### config.mk
export PLATFORM = sky130hd
export DESIGN_NAME = postfix_expression_evaluator_flat
export DESIGN_NICKNAME = d
export VERILOG_FILES = /design/src/hw/rtl/pee_pkg.sv /design/src/hw/rtl/pee_tok_if.sv /design/src/hw/rtl/pee_res_if.sv /design/src/hw/rtl/pee_ram.sv /design/src/hw/rtl/pee_div.sv /design/src/hw/rtl/pee_dp.sv /design/src/hw/rtl/pee_ctrl.sv /design/src/hw/rtl/postfix_expression_evaluator.sv /design/src/flat_wrapper.sv
export SDC_FILE = /design/constraint.sdc
export NUM_CORES = 2
export LEC_CHECK = 0
export BUFFER_PORTS_ARGS = -buffer_cell sky130_fd_sc_hd__buf_4
export CAP_MARGIN = 40
export CORE_MARGIN = 2
export CORE_UTILIZATION = 43
export CTS_BUF_LIST = sky130_fd_sc_hd__clkbuf_2
export DETAILED_ROUTE_END_ITERATION = 8
export SETUP_SLACK_MARGIN = 0.15
export SYNTH_ARGS = -nofsm -noshare
export SYNTH_HDL_FRONTEND = slang
export SYNTH_SLANG_ARGS = --single-unit
### constraint.sdc
create_clock -name i_clk -period 11.6 [get_ports i_clk]
set_input_delay 1.16 -clock i_clk [delete_from_list [all_inputs] [get_ports i_clk]]
set_output_delay 1.16 -clock i_clk [all_outputs]
set_load 0.01 [all_outputs]
### src/hw/rtl/pee_pkg.sv
package pee_pkg;

    localparam int DATA_W      = 32;
    localparam int OP_W        = 3;
    localparam int STATUS_W    = 3;
    localparam int DEPTH_OUT_W = 7;

    typedef logic [OP_W-1:0]     t_op;
    typedef logic [STATUS_W-1:0] t_status;

    localparam t_op OP_PUSH = 3'd0;
    localparam t_op OP_ADD  = 3'd1;
    localparam t_op OP_SUB  = 3'd2;
    localparam t_op OP_MUL  = 3'd3;
    localparam t_op OP_DIV  = 3'd4;

    localparam t_status ST_OK       = 3'd0;
    localparam t_status ST_MISSING  = 3'd1;
    localparam t_status ST_DIVZERO  = 3'd2;
    localparam t_status ST_OVERFLOW = 3'd3;
    localparam t_status ST_EMPTY    = 3'd4;

    typedef struct packed {
        logic load;
        logic push;
        logic overflow;
        logic missing_empty;
        logic missing_one;
        logic alu_commit;
        logic div_start;
        logic div_commit;
        logic div_zero;
        logic report;
    } t_cmd;

    typedef struct packed {
        logic is_push;
        logic is_arith;
        logic is_div;
        logic err_set;
        logic depth_zero;
        logic depth_one;
        logic full;
        logic den_zero;
        logic div_done;
        logic last;
        logic out_busy;
    } t_sts;

endpackage

### src/hw/rtl/pee_tok_if.sv
interface pee_tok_if;
    logic                         valid;
    logic                         ready;
    logic [pee_pkg::OP_W-1:0]     op;
    logic signed [pee_pkg::DATA_W-1:0] number;
    logic                         last;

    modport source (output valid, output op, output number, output last, input ready);
    modport sink   (input valid, input op, input number, input last, output ready);
endinterface

### src/hw/rtl/pee_res_if.sv
interface pee_res_if;
    logic                                valid;
    logic                                ready;
    logic signed [pee_pkg::DATA_W-1:0]   top_value;
    logic [pee_pkg::STATUS_W-1:0]        status;
    logic [pee_pkg::DEPTH_OUT_W-1:0]     stack_depth;

    modport source (output valid, output top_value, output status, output stack_depth,
                    input ready);
    modport sink   (input valid, input top_value, input status, input stack_depth,
                    output ready);
endinterface

### src/hw/rtl/pee_ram.sv
module pee_ram #(
    parameter int WIDTH = 32,
    parameter int DEPTH = 64
) (
    input  logic                     i_clk,
    input  logic                     i_we,
    input  logic [$clog2(DEPTH)-1:0] i_waddr,
    input  logic [WIDTH-1:0]         i_wdata,
    input  logic [$clog2(DEPTH)-1:0] i_raddr,
    output logic [WIDTH-1:0]         o_rdata
);

    logic [WIDTH-1:0] r_mem [DEPTH];
    logic [WIDTH-1:0] r_rdata;

    always_ff @(posedge i_clk) begin
        if (i_we) begin
            r_mem[i_waddr] <= i_wdata;
        end
        r_rdata <= r_mem[i_raddr];
    end

    assign o_rdata = r_rdata;

endmodule

### src/hw/rtl/pee_div.sv
module pee_div (
    input  logic                       i_clk,
    input  logic                       i_rst_n,
    input  logic                       i_start,
    input  logic [pee_pkg::DATA_W-1:0] i_num,
    input  logic [pee_pkg::DATA_W-1:0] i_den,
    output logic                       o_done,
    output logic [pee_pkg::DATA_W-1:0] o_quo
);

    localparam int W     = pee_pkg::DATA_W;
    localparam int CNT_W = $clog2(W + 1);

    logic             r_busy;
    logic [CNT_W-1:0] r_cnt;
    logic [W-1:0]     r_rem;
    logic [W-1:0]     r_quo;
    logic [W-1:0]     r_den;
    logic             r_neg;

    logic [W-1:0] num_mag;
    logic [W-1:0] den_mag;
    logic [W:0]   shifted;
    logic [W:0]   diff;

    assign num_mag = i_num[W-1] ? (W'(0) - i_num) : i_num;
    assign den_mag = i_den[W-1] ? (W'(0) - i_den) : i_den;
    assign shifted = {r_rem, r_quo[W-1]};
    assign diff    = shifted - {1'b0, r_den};

    always_ff @(posedge i_clk) begin
        if (!i_rst_n) begin
            r_busy <= 1'b0;
            r_cnt  <= '0;
        end else if (i_start) begin
            r_busy <= 1'b1;
            r_cnt  <= CNT_W'(W);
        end else if (r_busy) begin
            if (r_cnt == '0) begin
                r_busy <= 1'b0;
            end else begin
                r_cnt <= r_cnt - CNT_W'(1);
            end
        end
    end

    // restoring division, one quotient bit per cycle
    always_ff @(posedge i_clk) begin
        if (i_start) begin
            r_rem <= '0;
            r_quo <= num_mag;
            r_den <= den_mag;
            r_neg <= i_num[W-1] ^ i_den[W-1];
        end else if (r_busy && (r_cnt != '0)) begin
            r_rem <= diff[W] ? shifted[W-1:0] : diff[W-1:0];
            r_quo <= {r_quo[W-2:0], ~diff[W]};
        end
    end

    assign o_done = r_busy && (r_cnt == '0);
    assign o_quo  = r_neg ? (W'(0) - r_quo) : r_quo;

endmodule

### src/hw/rtl/pee_dp.sv
module pee_dp #(
    parameter int STACK_DEPTH = 64
) (
    input  logic                            i_clk,
    input  logic                            i_rst_n,
    input  logic [pee_pkg::OP_W-1:0]        i_op,
    input  logic [pee_pkg::DATA_W-1:0]      i_number,
    input  logic                            i_last,
    input  pee_pkg::t_cmd                   i_cmd,
    output pee_pkg::t_sts                   o_sts,
    input  logic                            i_out_ready,
    output logic                            o_out_valid,
    output logic [pee_pkg::DATA_W-1:0]      o_top_value,
    output logic [pee_pkg::STATUS_W-1:0]    o_status,
    output logic [pee_pkg::DEPTH_OUT_W-1:0] o_stack_depth
);

    localparam int W       = pee_pkg::DATA_W;
    localparam int DEPTH_W = $clog2(STACK_DEPTH + 1);
    localparam int ADDR_W  = $clog2(STACK_DEPTH);

    pee_pkg::t_op     r_op;
    logic [W-1:0]     r_num;
    logic             r_last;
    logic [DEPTH_W-1:0] r_depth;
    pee_pkg::t_status r_err;
    logic [W-1:0]     r_tos;

    logic                            r_out_valid;
    logic [W-1:0]                    r_out_top;
    pee_pkg::t_status                r_out_status;
    logic [pee_pkg::DEPTH_OUT_W-1:0] r_out_depth;

    logic [W-1:0]      left;
    logic [W-1:0]      alu_res;
    logic [W-1:0]      quo;
    logic              div_done;
    logic              ram_we;
    logic [ADDR_W-1:0] ram_waddr;
    logic [ADDR_W-1:0] ram_raddr;
    pee_pkg::t_status  end_status;

    // top of stack lives in r_tos, the entries below it in the ram
    assign ram_we    = i_cmd.push && (r_depth != '0);
    assign ram_waddr = ADDR_W'(r_depth - DEPTH_W'(1));
    assign ram_raddr = ADDR_W'(r_depth - DEPTH_W'(2));

    pee_ram #(
        .WIDTH (W),
        .DEPTH (STACK_DEPTH)
    ) u_stack (
        .i_clk   (i_clk),
        .i_we    (ram_we),
        .i_waddr (ram_waddr),
        .i_wdata (r_tos),
        .i_raddr (ram_raddr),
        .o_rdata (left)
    );

    pee_div u_div (
        .i_clk   (i_clk),
        .i_rst_n (i_rst_n),
        .i_start (i_cmd.div_start),
        .i_num   (left),
        .i_den   (r_tos),
        .o_done  (div_done),
        .o_quo   (quo)
    );

    always_comb begin
        case (r_op)
            pee_pkg::OP_ADD: alu_res = left + r_tos;
            pee_pkg::OP_SUB: alu_res = left - r_tos;
            pee_pkg::OP_MUL: alu_res = W'(left * r_tos);
            default:         alu_res = left;
        endcase
    end

    always_comb begin
        if (r_err != pee_pkg::ST_OK) begin
            end_status = r_err;
        end else if (r_depth == '0) begin
            end_status = pee_pkg::ST_EMPTY;
        end else begin
            end_status = pee_pkg::ST_OK;
        end
    end

    always_ff @(posedge i_clk) begin
        if (i_cmd.load) begin
            r_op   <= i_op;
            r_num  <= i_number;
            r_last <= i_last;
        end
        if (i_cmd.push) begin
            r_tos <= r_num;
        end else if (i_cmd.alu_commit) begin
            r_tos <= alu_res;
        end else if (i_cmd.div_commit) begin
            r_tos <= quo;
        end
        if (i_cmd.report) begin
            r_out_top    <= (r_depth != '0) ? r_tos : '0;
            r_out_status <= end_status;
            r_out_depth  <= pee_pkg::DEPTH_OUT_W'(r_depth);
        end
    end

    always_ff @(posedge i_clk) begin
        if (!i_rst_n) begin
            r_depth     <= '0;
            r_err       <= pee_pkg::ST_OK;
            r_out_valid <= 1'b0;
        end else begin
            if (i_cmd.push) begin
                r_depth <= r_depth + DEPTH_W'(1);
            end else if (i_cmd.alu_commit || i_cmd.div_commit) begin
                r_depth <= r_depth - DEPTH_W'(1);
            end else if (i_cmd.missing_one || i_cmd.report) begin
                r_depth <= '0;
            end
            if (i_cmd.overflow) begin
                r_err <= pee_pkg::ST_OVERFLOW;
            end else if (i_cmd.missing_empty || i_cmd.missing_one) begin
                r_err <= pee_pkg::ST_MISSING;
            end else if (i_cmd.div_zero) begin
                r_err <= pee_pkg::ST_DIVZERO;
            end else if (i_cmd.report) begin
                r_err <= pee_pkg::ST_OK;
            end
            if (i_cmd.report) begin
                r_out_valid <= 1'b1;
            end else if (i_out_ready) begin
                r_out_valid <= 1'b0;
            end
        end
    end

    always_comb begin
        o_sts.is_push    = (r_op == pee_pkg::OP_PUSH);
        o_sts.is_arith   = (r_op == pee_pkg::OP_ADD) || (r_op == pee_pkg::OP_SUB)
                        || (r_op == pee_pkg::OP_MUL) || (r_op == pee_pkg::OP_DIV);
        o_sts.is_div     = (r_op == pee_pkg::OP_DIV);
        o_sts.err_set    = (r_err != pee_pkg::ST_OK);
        o_sts.depth_zero = (r_depth == '0);
        o_sts.depth_one  = (r_depth == DEPTH_W'(1));
        o_sts.full       = (r_depth == DEPTH_W'(STACK_DEPTH));
        o_sts.den_zero   = (r_tos == '0);
        o_sts.div_done   = div_done;
        o_sts.last       = r_last;
        o_sts.out_busy   = r_out_valid && !i_out_ready;
    end

    assign o_out_valid   = r_out_valid;
    assign o_top_value   = r_out_top;
    assign o_status      = r_out_status;
    assign o_stack_depth = r_out_depth;

endmodule

### src/hw/rtl/pee_ctrl.sv
module pee_ctrl (
    input  logic          i_clk,
    input  logic          i_rst_n,
    input  logic          i_in_valid,
    output logic          o_in_ready,
    input  pee_pkg::t_sts i_sts,
    output pee_pkg::t_cmd o_cmd
);

    typedef enum logic [3:0] {
        S_IDLE   = 4'b0001,
        S_DECODE = 4'b0010,
        S_DIV    = 4'b0100,
        S_FINISH = 4'b1000
    } t_state;

    t_state r_state;
    t_state n_state;

    always_ff @(posedge i_clk) begin
        if (!i_rst_n) begin
            r_state <= S_IDLE;
        end else begin
            r_state <= n_state;
        end
    end

    always_comb begin
        o_cmd   = '0;
        n_state = r_state;
        unique case (r_state)
            S_IDLE: begin
                if (i_in_valid) begin
                    o_cmd.load = 1'b1;
                    n_state    = S_DECODE;
                end
            end
            S_DECODE: begin
                n_state = S_FINISH;
                if (i_sts.err_set) begin
                    n_state = S_FINISH;
                end else if (i_sts.is_push) begin
                    if (i_sts.full) begin
                        o_cmd.overflow = 1'b1;
                    end else begin
                        o_cmd.push = 1'b1;
                    end
                end else if (i_sts.is_arith) begin
                    if (i_sts.depth_zero) begin
                        o_cmd.missing_empty = 1'b1;
                    end else if (i_sts.depth_one) begin
                        o_cmd.missing_one = 1'b1;
                    end else if (i_sts.is_div) begin
                        if (i_sts.den_zero) begin
                            o_cmd.div_zero = 1'b1;
                        end else begin
                            o_cmd.div_start = 1'b1;
                            n_state         = S_DIV;
                        end
                    end else begin
                        o_cmd.alu_commit = 1'b1;
                    end
                end
            end
            S_DIV: begin
                if (i_sts.div_done) begin
                    o_cmd.div_commit = 1'b1;
                    n_state          = S_FINISH;
                end
            end
            S_FINISH: begin
                if (!i_sts.last) begin
                    n_state = S_IDLE;
                end else if (!i_sts.out_busy) begin
                    o_cmd.report = 1'b1;
                    n_state      = S_IDLE;
                end
            end
            default: begin
                n_state = S_IDLE;
            end
        endcase
    end

    assign o_in_ready = (r_state == S_IDLE);

endmodule

### src/hw/rtl/postfix_expression_evaluator.sv
// Postfix integer expression evaluator. Tokens arrive one beat at a time on i_tok; a push
// token stacks its number, an operator pops right then left and stacks the 32-bit wrapping
// result (division truncates toward zero). The beat marked last produces one result beat
// on o_res with the top of stack, the status and the depth, and clears the stack. The first
// error of an expression (missing operand, divide by zero, overflow) is kept and later
// tokens are ignored until the last one. Push, add, subtract, multiply and ignored tokens
// pass the decode and finish states before i_tok.ready returns; divide also waits in the div
// state on the radix-2 divider that forms one quotient bit per cycle. A last token waits in
// its finish state while an earlier result beat is still held on o_res. The stack sits in
// one ram with a registered read, with the top entry kept in a register; no clearing pass is needed.
module postfix_expression_evaluator #(
    parameter int STACK_DEPTH = 64
) (
    input  logic       i_clk,
    input  logic       i_rst_n,
    pee_tok_if.sink    i_tok,
    pee_res_if.source  o_res
);

    pee_pkg::t_cmd cmd;
    pee_pkg::t_sts sts;

    pee_ctrl u_ctrl (
        .i_clk      (i_clk),
        .i_rst_n    (i_rst_n),
        .i_in_valid (i_tok.valid),
        .o_in_ready (i_tok.ready),
        .i_sts      (sts),
        .o_cmd      (cmd)
    );

    pee_dp #(
        .STACK_DEPTH (STACK_DEPTH)
    ) u_dp (
        .i_clk         (i_clk),
        .i_rst_n       (i_rst_n),
        .i_op          (i_tok.op),
        .i_number      (i_tok.number),
        .i_last        (i_tok.last),
        .i_cmd         (cmd),
        .o_sts         (sts),
        .i_out_ready   (o_res.ready),
        .o_out_valid   (o_res.valid),
        .o_top_value   (o_res.top_value),
        .o_status      (o_res.status),
        .o_stack_depth (o_res.stack_depth)
    );

endmodule

### src/flat_wrapper.sv
// flat-port wrapper written by rule: the top's interface ports become plain ports
module postfix_expression_evaluator_flat 
#(
    parameter int STACK_DEPTH = 64
)
  (i_clk, i_rst_n, i_tok_valid, i_tok_op, i_tok_number, i_tok_last, i_tok_ready, o_res_valid, o_res_top_value, o_res_status, o_res_stack_depth, o_res_ready);
  pee_tok_if i_tok_i ();
  pee_res_if o_res_i ();
  input  logic i_clk;
  input  logic i_rst_n;
  input wire logic [$bits(i_tok_i.valid)-1:0] i_tok_valid;
  input wire logic [$bits(i_tok_i.op)-1:0] i_tok_op;
  input wire logic [$bits(i_tok_i.number)-1:0] i_tok_number;
  input wire logic [$bits(i_tok_i.last)-1:0] i_tok_last;
  output wire logic [$bits(i_tok_i.ready)-1:0] i_tok_ready;
  output wire logic [$bits(o_res_i.valid)-1:0] o_res_valid;
  output wire logic [$bits(o_res_i.top_value)-1:0] o_res_top_value;
  output wire logic [$bits(o_res_i.status)-1:0] o_res_status;
  output wire logic [$bits(o_res_i.stack_depth)-1:0] o_res_stack_depth;
  input wire logic [$bits(o_res_i.ready)-1:0] o_res_ready;
  assign i_tok_i.valid = i_tok_valid;
  assign i_tok_i.op = i_tok_op;
  assign i_tok_i.number = i_tok_number;
  assign i_tok_i.last = i_tok_last;
  assign i_tok_ready = i_tok_i.ready;
  assign o_res_valid = o_res_i.valid;
  assign o_res_top_value = o_res_i.top_value;
  assign o_res_status = o_res_i.status;
  assign o_res_stack_depth = o_res_i.stack_depth;
  assign o_res_i.ready = o_res_ready;
  postfix_expression_evaluator #(.STACK_DEPTH(STACK_DEPTH)) u_core (.i_clk(i_clk), .i_rst_n(i_rst_n), .i_tok(i_tok_i), .o_res(o_res_i));
endmodule
== After elaboration in Yosys (flattened, before gate mapping) ==
Memories as Yosys holds them, arrays and structs flattened. A register that Yosys moved wholly into a read port is not among the register bits.
Index checks and enable logic that the tools add are counted.

* Flip-flop bits (word level): 228
* Memory bits (writable): 2048
* Input bits: 40
* Output and inout bits: 44
* Word-level logic and storage cells: 148
* Memories kept: 1

* $add $sub $neg: 10
* $mul: 1
* Equality and inequality tests: 14
* Mux-type cells: 70
* Bitwise gates (word level): 4
* Reduce and logical (&&, ||, !) cells: 28

{| class="wikitable"
|+ Memories
! memory !! depth !! width !! rd ports !! clocked after Yosys merged registers in !! wr ports !! line !! source
|-
| u_core.u_dp.u_stack.r_mem || 64 || 32 || 1 || 1 || 1 || pee_ram.sv:13 || <nowiki>logic [WIDTH-1:0] r_mem [DEPTH];</nowiki>
|}

{| class="wikitable"
|+ Operator list
! cell !! count
|-
| $mux 32 || 8
|-
| $pmux 32 s3 || 1
|-
| $sub 1x32->32 const A || 3
|-
| $mux 4 || 13
|-
| $sub 33x32->33 || 1
|-
| $add 32x32->32 || 1
|-
| $logic_not 32->1 || 1
|-
| $mul 32x32->32 || 1
|-
| $sub 32x32->32 || 1
|-
| $mux 31 || 1
|-
| $mux 6 || 5
|-
| $mux 1 || 29
|-
| $mux 7 || 3
|-
| $pmux 4 s4 || 1
|-
| $mux 2 || 7
|-
| $reduce_bool 3->1 || 3
|-
| $add 7x1->7 const B || 1
|-
| $eq 7x1->1 const B || 1
|-
| $eq 7x7->1 const B || 1
|-
| $logic_not 7->1 || 1
|-
| $reduce_bool 7->1 || 1
|-
| $sub 7x1->7 const B || 1
|-
| $eq 3x2->1 const B || 2
|-
| $logic_not 6->1 || 1
|-
| other kinds (24) || 39
|}

== Depth between registers and ports, before layout ==
* Depth after elaboration: 13
* Depth in mapped cells: 30
* Mapped depth without buffers: 26

== Modules after synthesis ==
From an unflattened synthesis, not the netlist that was laid out.

* Cells, all modules: 6771
* Area total of the unflattened synthesis: 109852.9 um^2

{| class="wikitable"
|+ Modules (own cells, without submodules)
! module !! times used !! cells each !! area each (um^2)
|-
| pee_ram || 1 || 3324 || 78517.8
|-
| pee_dp || 1 || 2515 || 23378.7
|-
| pee_div || 1 || 897 || 7648.6
|-
| pee_ctrl || 1 || 35 || 307.8
|}

== Worst setup path after synthesis ==
No wires, ideal clock.

* Kind: reg2reg
* Start: register u_core.u_dp.r_tos[6]
* End: register u_core.u_dp.r_tos[31] (data pin)
* Library setup time: 0.279 ns
* Data arrival time: 7.856 ns
* Required time: 11.321 ns
* Slack: 3.464 ns
* Stages on the path, launching flop included: 29
* Clock period less this slack: 8.136 ns
* Cells stage by stage: edfxtp_1 > clkbuf_1 > clkbuf_1 > and2_1 > fa_1 > fa_1 > fa_1 > inv_1 > fa_1 > inv_1 > fa_1 > inv_1 > fa_1 > inv_1 > fa_1 > fa_1 > ha_1 > clkbuf_1 > and3_1 > clkbuf_1 > nand2_1 > nor4_1 > inv_1 > o211a_1 > nor3_1 > o41a_1 > xnor2_1 > a221oi_1 > a311oi_1

* Cells in the longest elaborated chain, start to end: 4

{| class="wikitable"
|+ RTL lines
! item !! line !! source
|-
| from (decl) || pee_dp.sv:27 || <nowiki>logic [W-1:0] r_tos;</nowiki>
|-
| from (signal assigned) || pee_dp.sv:96 || <nowiki>r_tos <= r_num;</nowiki>
|-
| from (signal assigned) || pee_dp.sv:98 || <nowiki>r_tos <= alu_res;</nowiki>
|-
| from (signal assigned) || pee_dp.sv:100 || <nowiki>r_tos <= quo;</nowiki>
|-
| $mul 32x32->32 (tied with other cells) || pee_dp.sv:74 || <nowiki>pee_pkg::OP_MUL: alu_res = W'(left * r_tos);</nowiki>
|-
| $pmux 32 s3 (*) || pee_dp.sv:71 || <nowiki>case (r_op)</nowiki>
|-
| $mux 32 (*) || pee_dp.sv:97 || <nowiki>end else if (i_cmd.alu_commit) begin</nowiki>
|-
| $mux 32 (*) || pee_dp.sv:95 || <nowiki>if (i_cmd.push) begin</nowiki>
|}

Mark *: on every way between the ends. The rest lies on a longest branch, timed or not.
A chain may end at the register's enable or synchronous reset.

== Worst setup path after layout ==
* Start: register u_core.u_dp.r_tos[7]
* End: register u_core.u_dp.r_tos[31] (data pin)

The elaborated chain is that of the path after synthesis.

==> results.py <==
metrics = {
    "worst_setup_path": {
        "worstSetupEndpointType": "flip-flop",
        "cp_max_fo": 70,
        "cp_num_buf_inv": 6,
        "r2r-end": "u_core.u_dp.r_tos[31]",
        "r2r_setup_slack_ns": 3.19,
        "cp.arrival_ns": 10.05,
        "critPathLaunchType": "flip-flop",
        "max_stage_delay_ns": 0.73,
        "r2r-start": "u_core.u_dp.r_tos[7]",
        "critical_path_class": "reg2reg",
        "crit_slowest_cell": "buf_4",
        "path_common_cell": "fa_1",
        "reg2reg_depth": 26,
        "cpLargestDelayFamily": "adder cells",
        "crit_required_ns": 13.24,
    },
    "final_layout": {
        "syn2layout_area_growth_pct": 10.8,
        "nets": 7628,
        "fin_util_pct": 47.9,
        "fillerInstances": 21437,
        "drive_above_1_share_pct": 26.5,
    },
    "grt": {
        "grt_overflow": 0,
        "grt_start_max_net_pins": 139,
        "grt_pass1_vias": 64543,
        "grt_usage_pct": 24.3,
        "antenna_found_initial": 28,
        "grt_first_pass_wirelength_um": 450000,
    },
    "clock_tree": {
        "clkSinkCount": 2308,
        "cts_buffers": 595,
        "clock_latency_ns": 1.93,
        "cts_tree": "built",
        "post_cts_buffers": 0,
        "clk_pin_slew_ns": 0.11,
        "clock_path_buffers": 4,
        "root_buffer": "clkbuf_2",
        "cts-htree-levels": 6,
        "cts_resized": 0,
        "postCtsHoldBufs": 80,
    },
    "synth": {
        "synth_edf_count": 2223,
        "ys.flop_type": "edfxtp_1",
        "netlist_instances": 6352,
        "ys_warn_count": 0,
        "synth_largest_area_cell": "edfxtp_1",
        "syn_area_um2": 109000,
        "synth-seq-area-share_pct": 62.9,
        "synth.most_common_cell": "edfxtp_1",
        "ys_types": 82,
        "synthDominantCellAreaShare_pct": 61.3,
        "synth_area_per_cell_um2": 17.1,
        "ys_async_sr_fraction_pct": 0,
        "syn_nets": 7000,
        "synth_area_leaders": "edfxtp_1 61%, mux4_2 14%, fa_1 7.5%",
        "synth_seq_cells": 2308,
        "synth_common_cells": "2223 x edfxtp_1, 665 x mux4_2, 443 x inv_1",
    },
    "min_path": {
        "hold_path_class": "reg2reg",
        "hold_start": "u_core.u_dp.u_div.r_rem[22]",
        "min_path_cells": 2,
        "min_to": "u_core.u_dp.u_div.r_rem[22]",
    },
    "power": {
        "p_seq_share_pct": 56.0,
        "leakage_nw": 41.8,
        "power.share.clock_pct": 33.0,
        "intPower_mw": 11.9,
        "p_per_area_nw_per_um2": 134,
        "p_sw_mw": 4.28,
        "max-vdd-ir-drop_uv": 109,
        "fin_total_pwr_mw": 16.2,
        "pwr-share-comb_pct": 11.0,
        "swShare_pct": 26.5,
    },
    "sta": {
        "holdWs_ns": 0.500,
        "period_needed_ns": 8.41,
        "slew_headroom_pct": 14.1,
        "rsz0062_at_grt": "false",
        "slew_violations": 0,
        "hold_viol_final": 0,
        "fin_crit_sh_pct": 72.5,
        "fin_skew_ns": 0.202,
        "tns_ns": 0,
        "fmax_ghz": 0.119,
        "setup_violations": 0,
        "worst_pin_slew_ns": 1.29,
    },
    "drt": {
        "drcViolationCount": 0,
        "detail_route.wl_per_cell_um": 29.1,
        "post_drt_via_cell_ratio": 5.77,
        "ant_nets": 0,
        "first_pass_iters": 6,
        "vias": 61973,
        "totalWireLength_um": 312000,
        "drtIter0Drc": 7009,
    },
    "floorplanning": {
        "initial_utilization_pct": 43.3,
        "die_w_um": 507,
        "rows": 184,
        "die_h_um": 507,
        "top_level_ports": 84,
        "core-area_um2": 252000,
        "dieArea_um2": 257000,
    },
    "placed_design": {
        "numPortBuffers": 83,
        "gp_congestion": 0.910,
        "hpwl_um": 182000,
    },
    "status": {
        "status": "finished, final reports clean",
    },
    "run": {
        "drv_cap": 0,
    },
}
-- power by group through the flow --
stage | Sequential (mW) | Combinational [mW] | Clock, mW
5_1_grt | 9.05 | 1.99 | 5.88
3_5_place_dp | 9.23 | 1.75 | 0
4_1_cts | 9.04 | 1.79 | 5.49
6_report | 9.05 | 1.78 | 5.33
2_1_floorplan | 9.23 | 1.31 | 0
3_3_place_gp | 9.24 | 1.73 | 0
-- through the flow --
| step | instance area, µm² | setup slack, ns | instances |
|---|---|---|---|
| finish | 121000 | 3.19 | 10733 |
| global route | 121000 | 2.73 | 10723 |
| CTS | 121000 | 3.19 | 10715 |
| detailed placement | 115000 | 3.26 | 9650 |
| global placement | 114000 | 3.36 | 9630 |
| floorplan | 109000 | 3.46 | 6352 |
-- worst min-delay path, cell delays in order (launching register included) --
cell,delay (ns)
dfxtp_1,0.34
nand2_1,0.05
o21ai_0,0.06
-- sequential cells by signal, summed over array words and instances, names as in the netlist, 6 cells and up --
register                     flops
u_core.u_dp.o_stack_depth        7
u_core.u_dp.r_tos               32
u_core.u_dp.u_div.r_rem         32
u_core.u_dp.u_div.r_den         32
u_core.u_dp.r_depth              7
u_core.u_dp.u_div.r_cnt          6
u_core.u_dp.u_div.r_quo         32
u_core.u_dp.r_num               32
u_core.u_dp.u_stack.o_rdata     32
u_core.u_dp.u_stack.r_mem     2048
u_core.u_dp.o_top_value         32
-- cell usage in the layout (no fill, tap or decap), types with 27 or more instances in the layout --
master	n
mux4_2	665
and2_1	345
xnor2_1	166
inv_1	442
edfxtp_1	2223
nand3_1	33
mux2i_1	39
nor2_4	66
dfxtp_1	83
nand2_1	411
nor3_1	29
buf_4	278
clkbuf_2	850
fa_1	410
nor2_1	123
clkinv_1	105
a21oi_1	120
nand2b_1	27
xor2_1	106
o21ai_0	164
ha_1	197
o31ai_1	38
dlygate4sd3_1	80
-- area by class of cell --
cell class | instances | area, µm² | area share, %
diodes | 17 | 42.5 | 0.0353
inverters | 445 | 1670 | 1.38
multi-input cells | 3248 | 38000 | 31.5
clock buffers | 850 | 4250 | 3.53
well taps | 3348 | 4190 | 3.47
repair buffers | 382 | 3370 | 2.79
clock inverters | 135 | 692 | 0.574
flip-flops and latches | 2308 | 68500 | 56.7
-- routing by layer --
| metal | vias to the layer above | wire length, µm | global-route usage, % |
|---|---|---|---|
| met2 | 3075 | 151000 | 39.2 |
| met5 | - | 22 | 0 |
| met4 | 4 | 11000 | 9.51 |
| met1 | 32707 | 125000 | 32.7 |
| met3 | 571 | 26100 | 4.73 |
| li1 | 25616 | - | - |
-- cells by family (layout without fill, tap and decap cells) --
logic type / after synthesis / count (layout) / share of synthesized area (%)
simple gates: 1144 / 1144 / 5.20
buf+inv: 796 / 1812 / 2.79
flops: 2308 / 2308 / 62.9
compound gates: 513 / 513 / 2.97
other cells: 0 / 17 / 0
xor+xnor: 276 / 276 / 2.23
fa+ha+maj: 608 / 608 / 9.81
mux: 707 / 707 / 14.1
-- worst max-delay path by stage --
stage / start / endpoint / slack [ns] / depth (start not counted)
2_1_floorplan: u_core.u_dp.r_tos[6] / u_core.u_dp.r_tos[31] / 3.46 / 28
6_report: u_core.u_dp.r_tos[7] / u_core.u_dp.r_tos[31] / 3.19 / 26
3_3_place_gp: u_core.u_dp.r_tos[7] / u_core.u_dp.r_tos[31] / 3.36 / 26
5_1_grt: u_core.u_dp.r_tos[7] / u_core.u_dp.r_tos[31] / 2.73 / 26
3_5_place_dp: u_core.u_dp.r_tos[7] / u_core.u_dp.r_tos[31] / 3.26 / 26
4_1_cts: u_core.u_dp.r_tos[7] / u_core.u_dp.r_tos[31] / 3.19 / 26
No activity file was read; power rests on OpenSTA's default activity.
